===== src/hdl/rc4_pkg.sv =====
// Shared constants for the RC4 engine: permutation size, permutation address width,
// operation codes and the default key store depth. No dependencies.
`default_nettype none

package rc4_pkg;

    localparam int PERM_SIZE         = 256;
    localparam int PERM_AW           = 8;
    localparam int DEF_MAX_KEY_BYTES = 256;

    localparam logic OP_KEY  = 1'b0;
    localparam logic OP_DATA = 1'b1;

endpackage

`default_nettype wire


===== src/hdl/rc4_ram.sv =====
// Generic single-write, single-read RAM with registered read data (read-first).
// Stand-alone, no package dependency.
`default_nettype none

module rc4_ram #(
    parameter int WIDTH = 8,
    parameter int DEPTH = 256,
    localparam int AW   = (DEPTH > 1) ? $clog2(DEPTH) : 1
) (
    input  wire logic             clk,
    input  wire logic             we,
    input  wire logic [AW-1:0]    waddr,
    input  wire logic [WIDTH-1:0] wdata,
    input  wire logic [AW-1:0]    raddr,
    output logic      [WIDTH-1:0] rdata
);

    logic [WIDTH-1:0] mem [DEPTH];

    always_ff @(posedge clk)
    begin
        if (we)
        begin
            mem[waddr] <= wdata;
        end
        rdata <= mem[raddr];
    end

endmodule

`default_nettype wire


===== src/hdl/rc4_stream_cipher_top.sv =====
// RC4 engine top level: key store, permutation memory, sequencer, one shared adder.
// Depends on rc4_pkg and rc4_ram.
// A key byte not marked last is only stored. A data byte runs 4 sequencer steps (D_SY, D_WX, D_WY,
// D_OUT) on the one-read, one-write permutation memory; D_OUT loads the result register unless stalled.
// Final key byte: identity fill of all 256 entries, then 256 swaps through KS_RD, KS_J, KS_WI, KS_WJ.
// Reset (rst_n low, asynchronous) clears control state and starts the identity fill of all
// 256 entries; no word is accepted until it completes.
`default_nettype none

module rc4_stream_cipher_top
    import rc4_pkg::*;
#(
    parameter int MAX_KEY_BYTES = DEF_MAX_KEY_BYTES
) (
    input  wire logic       clk,
    input  wire logic       rst_n,
    input  wire logic       in_valid,
    output logic            in_stall,
    input  wire logic       op,
    input  wire logic [7:0] value,
    input  wire logic       last,
    output logic            out_valid,
    input  wire logic       out_stall,
    output logic      [7:0] data_out
);

    localparam int KEY_AW = (MAX_KEY_BYTES > 1) ? $clog2(MAX_KEY_BYTES) : 1;
    localparam int KEY_CW = $clog2(MAX_KEY_BYTES + 1);

    localparam logic [3:0] ST_IDLE  = 4'd0;
    localparam logic [3:0] ST_FILL  = 4'd1;
    localparam logic [3:0] ST_KS_RD = 4'd2;
    localparam logic [3:0] ST_KS_J  = 4'd3;
    localparam logic [3:0] ST_KS_WI = 4'd4;
    localparam logic [3:0] ST_KS_WJ = 4'd5;
    localparam logic [3:0] ST_D_SY  = 4'd6;
    localparam logic [3:0] ST_D_WX  = 4'd7;
    localparam logic [3:0] ST_D_WY  = 4'd8;
    localparam logic [3:0] ST_D_OUT = 4'd9;

    // control state
    logic [3:0]        state_reg, state_next;
    logic              sched_reg, sched_next;
    logic [KEY_CW-1:0] count_reg, count_next;
    logic [7:0]        x_reg, x_next;
    logic [7:0]        y_reg, y_next;
    logic              out_valid_reg, out_valid_next;

    // datapath
    logic [PERM_AW-1:0] i_reg, i_next;
    logic [7:0]         j_reg, j_next;
    logic [KEY_AW-1:0]  kidx_reg, kidx_next;
    logic [KEY_CW-1:0]  len_reg, len_next;
    logic [7:0]         si_reg, si_next;
    logic [7:0]         sj_reg, sj_next;
    logic [7:0]         val_reg, val_next;
    logic               fwd_reg, fwd_next;
    logic [7:0]         dout_reg, dout_next;

    // permutation memory ports
    logic               p_we;
    logic [PERM_AW-1:0] p_waddr, p_raddr;
    logic [7:0]         p_wdata, p_rdata;

    // key store ports
    logic               k_we;
    logic [KEY_AW-1:0]  k_waddr;
    logic [7:0]         k_rdata;

    // shared adder
    logic [7:0] add_a, add_b, add_c, add_sum;

    logic              in_acc;
    logic              room;
    logic [KEY_CW-1:0] count_inc;
    logic [KEY_CW-1:0] kidx_inc;
    logic [7:0]        ks_byte;

    assign add_sum   = add_a + add_b + add_c;
    assign in_stall  = (state_reg != ST_IDLE);
    assign in_acc    = in_valid && !in_stall;
    assign room      = (count_reg < KEY_CW'(MAX_KEY_BYTES));
    assign count_inc = count_reg + KEY_CW'(1);
    assign kidx_inc  = KEY_CW'(kidx_reg) + KEY_CW'(1);
    assign ks_byte   = fwd_reg ? si_reg : p_rdata;

    assign k_we    = in_acc && (op == OP_KEY) && room;
    assign k_waddr = count_reg[KEY_AW-1:0];

    assign out_valid = out_valid_reg;
    assign data_out  = dout_reg;

    rc4_ram #(
        .WIDTH (8),
        .DEPTH (PERM_SIZE)
    ) u_perm (
        .clk   (clk),
        .we    (p_we),
        .waddr (p_waddr),
        .wdata (p_wdata),
        .raddr (p_raddr),
        .rdata (p_rdata)
    );

    rc4_ram #(
        .WIDTH (8),
        .DEPTH (MAX_KEY_BYTES)
    ) u_key (
        .clk   (clk),
        .we    (k_we),
        .waddr (k_waddr),
        .wdata (value),
        .raddr (kidx_reg),
        .rdata (k_rdata)
    );

    always_comb
    begin
        state_next     = state_reg;
        sched_next     = sched_reg;
        count_next     = count_reg;
        x_next         = x_reg;
        y_next         = y_reg;
        out_valid_next = out_valid_reg;
        i_next         = i_reg;
        j_next         = j_reg;
        kidx_next      = kidx_reg;
        len_next       = len_reg;
        si_next        = si_reg;
        sj_next        = sj_reg;
        val_next       = val_reg;
        fwd_next       = fwd_reg;
        dout_next      = dout_reg;

        p_we    = 1'b0;
        p_waddr = i_reg;
        p_wdata = i_reg;
        p_raddr = x_reg + 8'd1;
        add_a   = y_reg;
        add_b   = p_rdata;
        add_c   = 8'd0;

        if (out_valid_reg && !out_stall)
        begin
            out_valid_next = 1'b0;
        end

        case (state_reg)
            ST_IDLE:
            begin
                if (in_acc)
                begin
                    if (op == OP_DATA)
                    begin
                        x_next     = x_reg + 8'd1;
                        val_next   = value;
                        state_next = ST_D_SY;
                    end
                    else
                    begin
                        count_next = room ? count_inc : count_reg;
                        if (last)
                        begin
                            len_next   = room ? count_inc : count_reg;
                            count_next = '0;
                            sched_next = 1'b1;
                            x_next     = 8'd0;
                            y_next     = 8'd0;
                            i_next     = '0;
                            state_next = ST_FILL;
                        end
                    end
                end
            end
            ST_FILL:
            begin
                p_we   = 1'b1;
                i_next = i_reg + PERM_AW'(1);
                if (i_reg == PERM_AW'(PERM_SIZE - 1))
                begin
                    j_next     = 8'd0;
                    kidx_next  = '0;
                    sched_next = 1'b0;
                    state_next = sched_reg ? ST_KS_RD : ST_IDLE;
                end
            end
            ST_KS_RD:
            begin
                p_raddr    = i_reg;
                state_next = ST_KS_J;
            end
            ST_KS_J:
            begin
                // j += S[i] + key byte
                add_a      = j_reg;
                add_c      = k_rdata;
                si_next    = p_rdata;
                j_next     = add_sum;
                p_raddr    = add_sum;
                state_next = ST_KS_WI;
            end
            ST_KS_WI:
            begin
                p_we       = 1'b1;
                p_waddr    = i_reg;
                p_wdata    = p_rdata;
                state_next = ST_KS_WJ;
            end
            ST_KS_WJ:
            begin
                p_we      = 1'b1;
                p_waddr   = j_reg;
                p_wdata   = si_reg;
                i_next    = i_reg + PERM_AW'(1);
                kidx_next = (kidx_inc == len_reg) ? '0 : kidx_inc[KEY_AW-1:0];
                state_next = (i_reg == PERM_AW'(PERM_SIZE - 1)) ? ST_IDLE : ST_KS_RD;
            end
            ST_D_SY:
            begin
                // sx arrives; y += sx
                si_next    = p_rdata;
                y_next     = add_sum;
                p_raddr    = add_sum;
                state_next = ST_D_WX;
            end
            ST_D_WX:
            begin
                sj_next    = p_rdata;
                p_we       = 1'b1;
                p_waddr    = x_reg;
                p_wdata    = p_rdata;
                state_next = ST_D_WY;
            end
            ST_D_WY:
            begin
                // keystream read overlaps the write of S[y]; forward sx on a hit
                p_we       = 1'b1;
                p_waddr    = y_reg;
                p_wdata    = si_reg;
                add_a      = si_reg;
                add_b      = sj_reg;
                p_raddr    = add_sum;
                fwd_next   = (add_sum == y_reg);
                state_next = ST_D_OUT;
            end
            ST_D_OUT:
            begin
                add_a   = si_reg;
                add_b   = sj_reg;
                p_raddr = add_sum;
                if (!out_valid_reg || !out_stall)
                begin
                    dout_next      = val_reg ^ ks_byte;
                    out_valid_next = 1'b1;
                    state_next     = ST_IDLE;
                end
            end
            default:
            begin
                state_next = ST_IDLE;
            end
        endcase
    end

    always_ff @(posedge clk or negedge rst_n)
    begin
        if (!rst_n)
        begin
            state_reg     <= ST_FILL;
            sched_reg     <= 1'b0;
            count_reg     <= '0;
            x_reg         <= 8'd0;
            y_reg         <= 8'd0;
            out_valid_reg <= 1'b0;
            i_reg         <= '0;
        end
        else
        begin
            state_reg     <= state_next;
            sched_reg     <= sched_next;
            count_reg     <= count_next;
            x_reg         <= x_next;
            y_reg         <= y_next;
            out_valid_reg <= out_valid_next;
            i_reg         <= i_next;
        end
    end

    always_ff @(posedge clk)
    begin
        j_reg    <= j_next;
        kidx_reg <= kidx_next;
        len_reg  <= len_next;
        si_reg   <= si_next;
        sj_reg   <= sj_next;
        val_reg  <= val_next;
        fwd_reg  <= fwd_next;
        dout_reg <= dout_next;
    end

endmodule

`default_nettype wire


===== config.mk =====
export PLATFORM = sky130hd
export DESIGN_NAME = rc4_stream_cipher_top
export DESIGN_NICKNAME = d
export VERILOG_FILES = /design/src/hdl/rc4_pkg.sv /design/src/hdl/rc4_ram.sv /design/src/hdl/rc4_stream_cipher_top.sv
export SDC_FILE = /design/constraint.sdc
export NUM_CORES = 2
export LEC_CHECK = 0
export BUFFER_PORTS_ARGS = -buffer_cell sky130_fd_sc_hd__buf_2
export CORE_UTILIZATION = 45
export DETAILED_ROUTE_END_ITERATION = 8
export MAX_ROUTING_LAYER = met4
export PLACE_DENSITY = 0.64
export RECOVER_POWER = 25
export SETUP_SLACK_MARGIN = 0.3
export SLEW_MARGIN = 10
export SYNTH_ARGS = -nofsm -noshare
export SYNTH_HDL_FRONTEND = slang
export SYNTH_SLANG_ARGS = --single-unit

===== constraint.sdc =====
create_clock -name clk -period 8 [get_ports clk]
set_clock_uncertainty 0.15 [all_clocks]
set_input_delay 0.4 -clock clk [delete_from_list [all_inputs] [get_ports clk]]
set_output_delay 0.4 -clock clk [all_outputs]
set_load 0.1 [all_outputs]

==> impl_metrics.ini <==
[pwr]
p_comb_frac = 0.318
p_sw_mw = 22.5
cellPowerDensity_mw_per_mm2 = 367
p_leak_nw = 56.1
switching_share = 0.334
ir_worst_vdd_uv = 523
clock_power_share = 0.283
seqPwrFrac = 0.399
intPower_mw = 44.7

[die]
pin_count = 24
die_w_um = 606
start_util = 0.453
core_area_sq_mm = 0.363
die_area_sq_mm = 0.367
fp.dieH_um = 606
rows = 221

[critical_path]
regToRegStartpoint = state_reg[0]$_DFFE_PN1P_
ff2ff_path_depth = 17
worstSetupEndpointType = flop
cp.required_ns = 8.71
r2r_slack_ns = 0.61
path_max_fanout = 57
timing.rr.end = u_perm.rdata[2]$_DFF_P_
worstSetupStartpointType = flop
worstSetupEndpoint = u_perm.rdata[2]$_DFF_P_
crit_arrival_ns = 8.10
startpoint = state_reg[0]$_DFFE_PN1P_
crit_type = flop to flop

[timing]
hold_violations = 0
clock.fmax_ghz = 0.135
max_slew.worst_pin.slew_ns = 8.04
hold_ws_ns = 0.367
rsz0062_at_grt = no
setup-tns-final_ns = 0
min_period_ns = 7.39
drv_slew = 1908
maxSlewHeadroom = -4.36
setup_ws_ns = 0.611
finalCritPeriodShare = 0.924
setup_viol = 0

[finish]
reg.largest.list = u_key.mem x2048, u_perm.mem x2048
nets = 7828
drive_above_1_share = 0.239
area_delta_synth_final_pct = 11.5
fin_cells = 12900
final_area_sq_mm = 0.183

[synth]
synth_ff_type = edfxtp_1
synth_enable_flop_cells = 4154
yosysTopAreaCell = edfxtp_1
syn_avg_cell_area_sq_um = 21.5
synth-compound-area-share = 0.0185
synthTopCellsByArea = edfxtp_1 76%, mux4_2 16%, nor2_1 1.4%
async_flop_share = 0.00927
synth_top_family_by_area = multiplexers
synthCells = 7620
synthMuxAreaShare = 0.164
netlist_area_sq_mm = 0.164
yosysWarnings = 0
synth-xor-area-share = 0.00290
synth_simple_gate_area_share = 0.0303
synth_fa_ha_area_frac = 0.00197
synth.top_cell.area_share = 0.760
seq_area_frac_synth = 0.768
ys_types = 81
ys_ff_latch = 4209
synth_nets = 7655

[global_routing]
grt_busiest_layer = met2
antenna_found_initial = 20
globalRouteTotalUtil = 0.225
first_global_vias = 79100
globalRouteMet3Util = 0.0356
grtUsageMet1 = 0.298
grt_first_pass_wirelength_mm = 580
grt_overflow_total = 0
use_met2 = 0.359
grt_max_degree = 178

[placement]
gp_congestion = 0.937
placed_cells = 12200
portBuffers = 23
dp_slack_ns = 0.897
place_area_sq_mm = 0.170
hpwlAfterDp_mm = 245

[route]
ant_nets = 0
viasPerCell = 6.09
drt_first_pass_iters = 8
via_count = 78800
routedWlPerCell_um = 31.2
routed_wl_mm = 404
drt_iter0_markers = 9638
drc = 0

[clocking]
cts_tree = done
h-tree-depth = 5
cts.clk_slew.worst_paths_ns = 0.06
numCtsBuffers = 415
cts.path.max_buffers = 4
cts_hold_buf = 13
cts.sinks = 4209
clk_latency_ns = 0.99
cts-root-buf = clkbuf_16
cts_resized = 0
post_cts_buffers = 0

[run_status]
status = finished with violations
violations = max-capacitance violations, max-slew violations

[min_path]
hp-class = flop to flop
min-delay-start = sched_reg$_DFFE_PN0P_

[flow_run]
maxCapViolations = 20
-- routing by layer --
metal | vias to the layer above | wire, um
met5 | - | 0
met4 | 0 | 15200
met3 | 751 | 31200
met2 | 3675 | 199000
met1 | 42100 | 158000
li1 | 32200 | -
-- how the worst min path moves through the flow --
stage | to | slack, ns | depth (start not counted)
2_1_floorplan | count_reg[0]$_DFFE_PN0P_ | -0.05 | 0
3_3_place_gp | sched_reg$_DFFE_PN0P_ | 0.35 | 2
3_5_place_dp | sched_reg$_DFFE_PN0P_ | 0.36 | 2
4_1_cts | u_key.mem[156][2]$_DFFE_PP_ | 0.05 | 1
5_1_grt | sched_reg$_DFFE_PN0P_ | 0.39 | 2
6_report | sched_reg$_DFFE_PN0P_ | 0.37 | 2
-- cells by family (layout without fill, tap and decap cells) --
kind of cell             Yosys count  in the layout
flip-flops                      4209           4209
multiplexers                    1268           1268
AND/OR/NAND/NOR                 1175           1175
buffers and inverters            460            974
AO/OA/AOI/OAI                    435            435
XOR/XNOR                          52             52
adder cells (fa/ha/maj)           21             21
other                              0             19
-- synth_stat cells, types with 9 or more instances --
cell / n
a21oi_1: 71
a221oi_1: 15
a222oi_1: 12
a22o_1: 17
a22oi_1: 60
a31oi_1: 35
a32oi_1: 9
and2_1: 12
and3_1: 24
buf_1: 23
buf_2: 141
buf_4: 53
buf_6: 22
clkbuf_1: 184
dfrtp_1: 38
dfxtp_1: 16
edfxtp_1: 4154
ha_1: 13
inv_1: 33
mux2_2: 18
mux2i_1: 112
mux4_2: 1138
nand2_1: 322
nand2b_1: 12
nand3_1: 99
nand4_1: 13
nor2_1: 592
nor2b_1: 11
nor3_1: 46
nor4_1: 14
o21ai_0: 46
o21ai_1: 12
o221ai_1: 34
o22ai_1: 68
xnor2_1: 29
xor2_1: 21
-- critical path, stage by stage, from the launching register on --
cell and delay [ns]:
dfstp_1 1.03, nor4bb_2 0.38, buf_4 0.25, nor2_1 0.16, nand2_1 0.15, nand2_1 0.08, fa_1 0.44, ha_1 0.24
fa_1 0.52, inv_1 0.19, o221a_4 0.86, nand2_2 0.84, o22ai_1 0.52, o22a_1 0.19, a31oi_1 0.10, nor3_1 0.46
a31oi_1 0.32, nor4_1 0.31
-- layout make-up --
class | count | area [sq um]
fill | 28200 | 180000
sequential | 4209 | 126000
multi-input combinational | 2951 | 35900
clock buffer | 505 | 10900
tap | 4794 | 6000
clock inverter | 253 | 2350
timing repair buffer | 183 | 1620
inverter | 33 | 184
antenna | 19 | 47.5
-- cells in the final DEF (no fill, tap or decap), drive strengths merged, types with 30 or more instances in the layout --
master  instances
a22oi          60
xnor2          30
dfrtp          38
nand2         323
mux4         1138
inv            47
nor3           48
bufinv         32
buf           147
a21oi          71
clkbuf        528
nand3          99
mux2i         112
nor2          594
o221ai         37
edfxtp       4154
o22ai          68
o21ai          59
a31oi          35
clkinv        193
-- metrics by stage --
| step | utilization | power, mW |
|---|---|---|
| finish | 0.505 | 67.2 |
| global route | 0.505 | 69.0 |
| CTS | 0.505 | 67.4 |
| detailed placement | 0.468 | 48.5 |
| global placement | 0.468 | 48.3 |
| floorplan | - | 40.8 |
-- power groups by stage --
stage | Combinational (mW) | Sequential [mW] | Clock [mW]
floorplan | 13.4 | 27.4 | 0
global placement | 21.1 | 27.2 | 0
detailed placement | 21.3 | 27.2 | 0
CTS | 21.4 | 26.7 | 19.3
global route | 22.2 | 26.8 | 20.1
finish | 21.4 | 26.8 | 19.1
(Power assumes the default switching activity.)
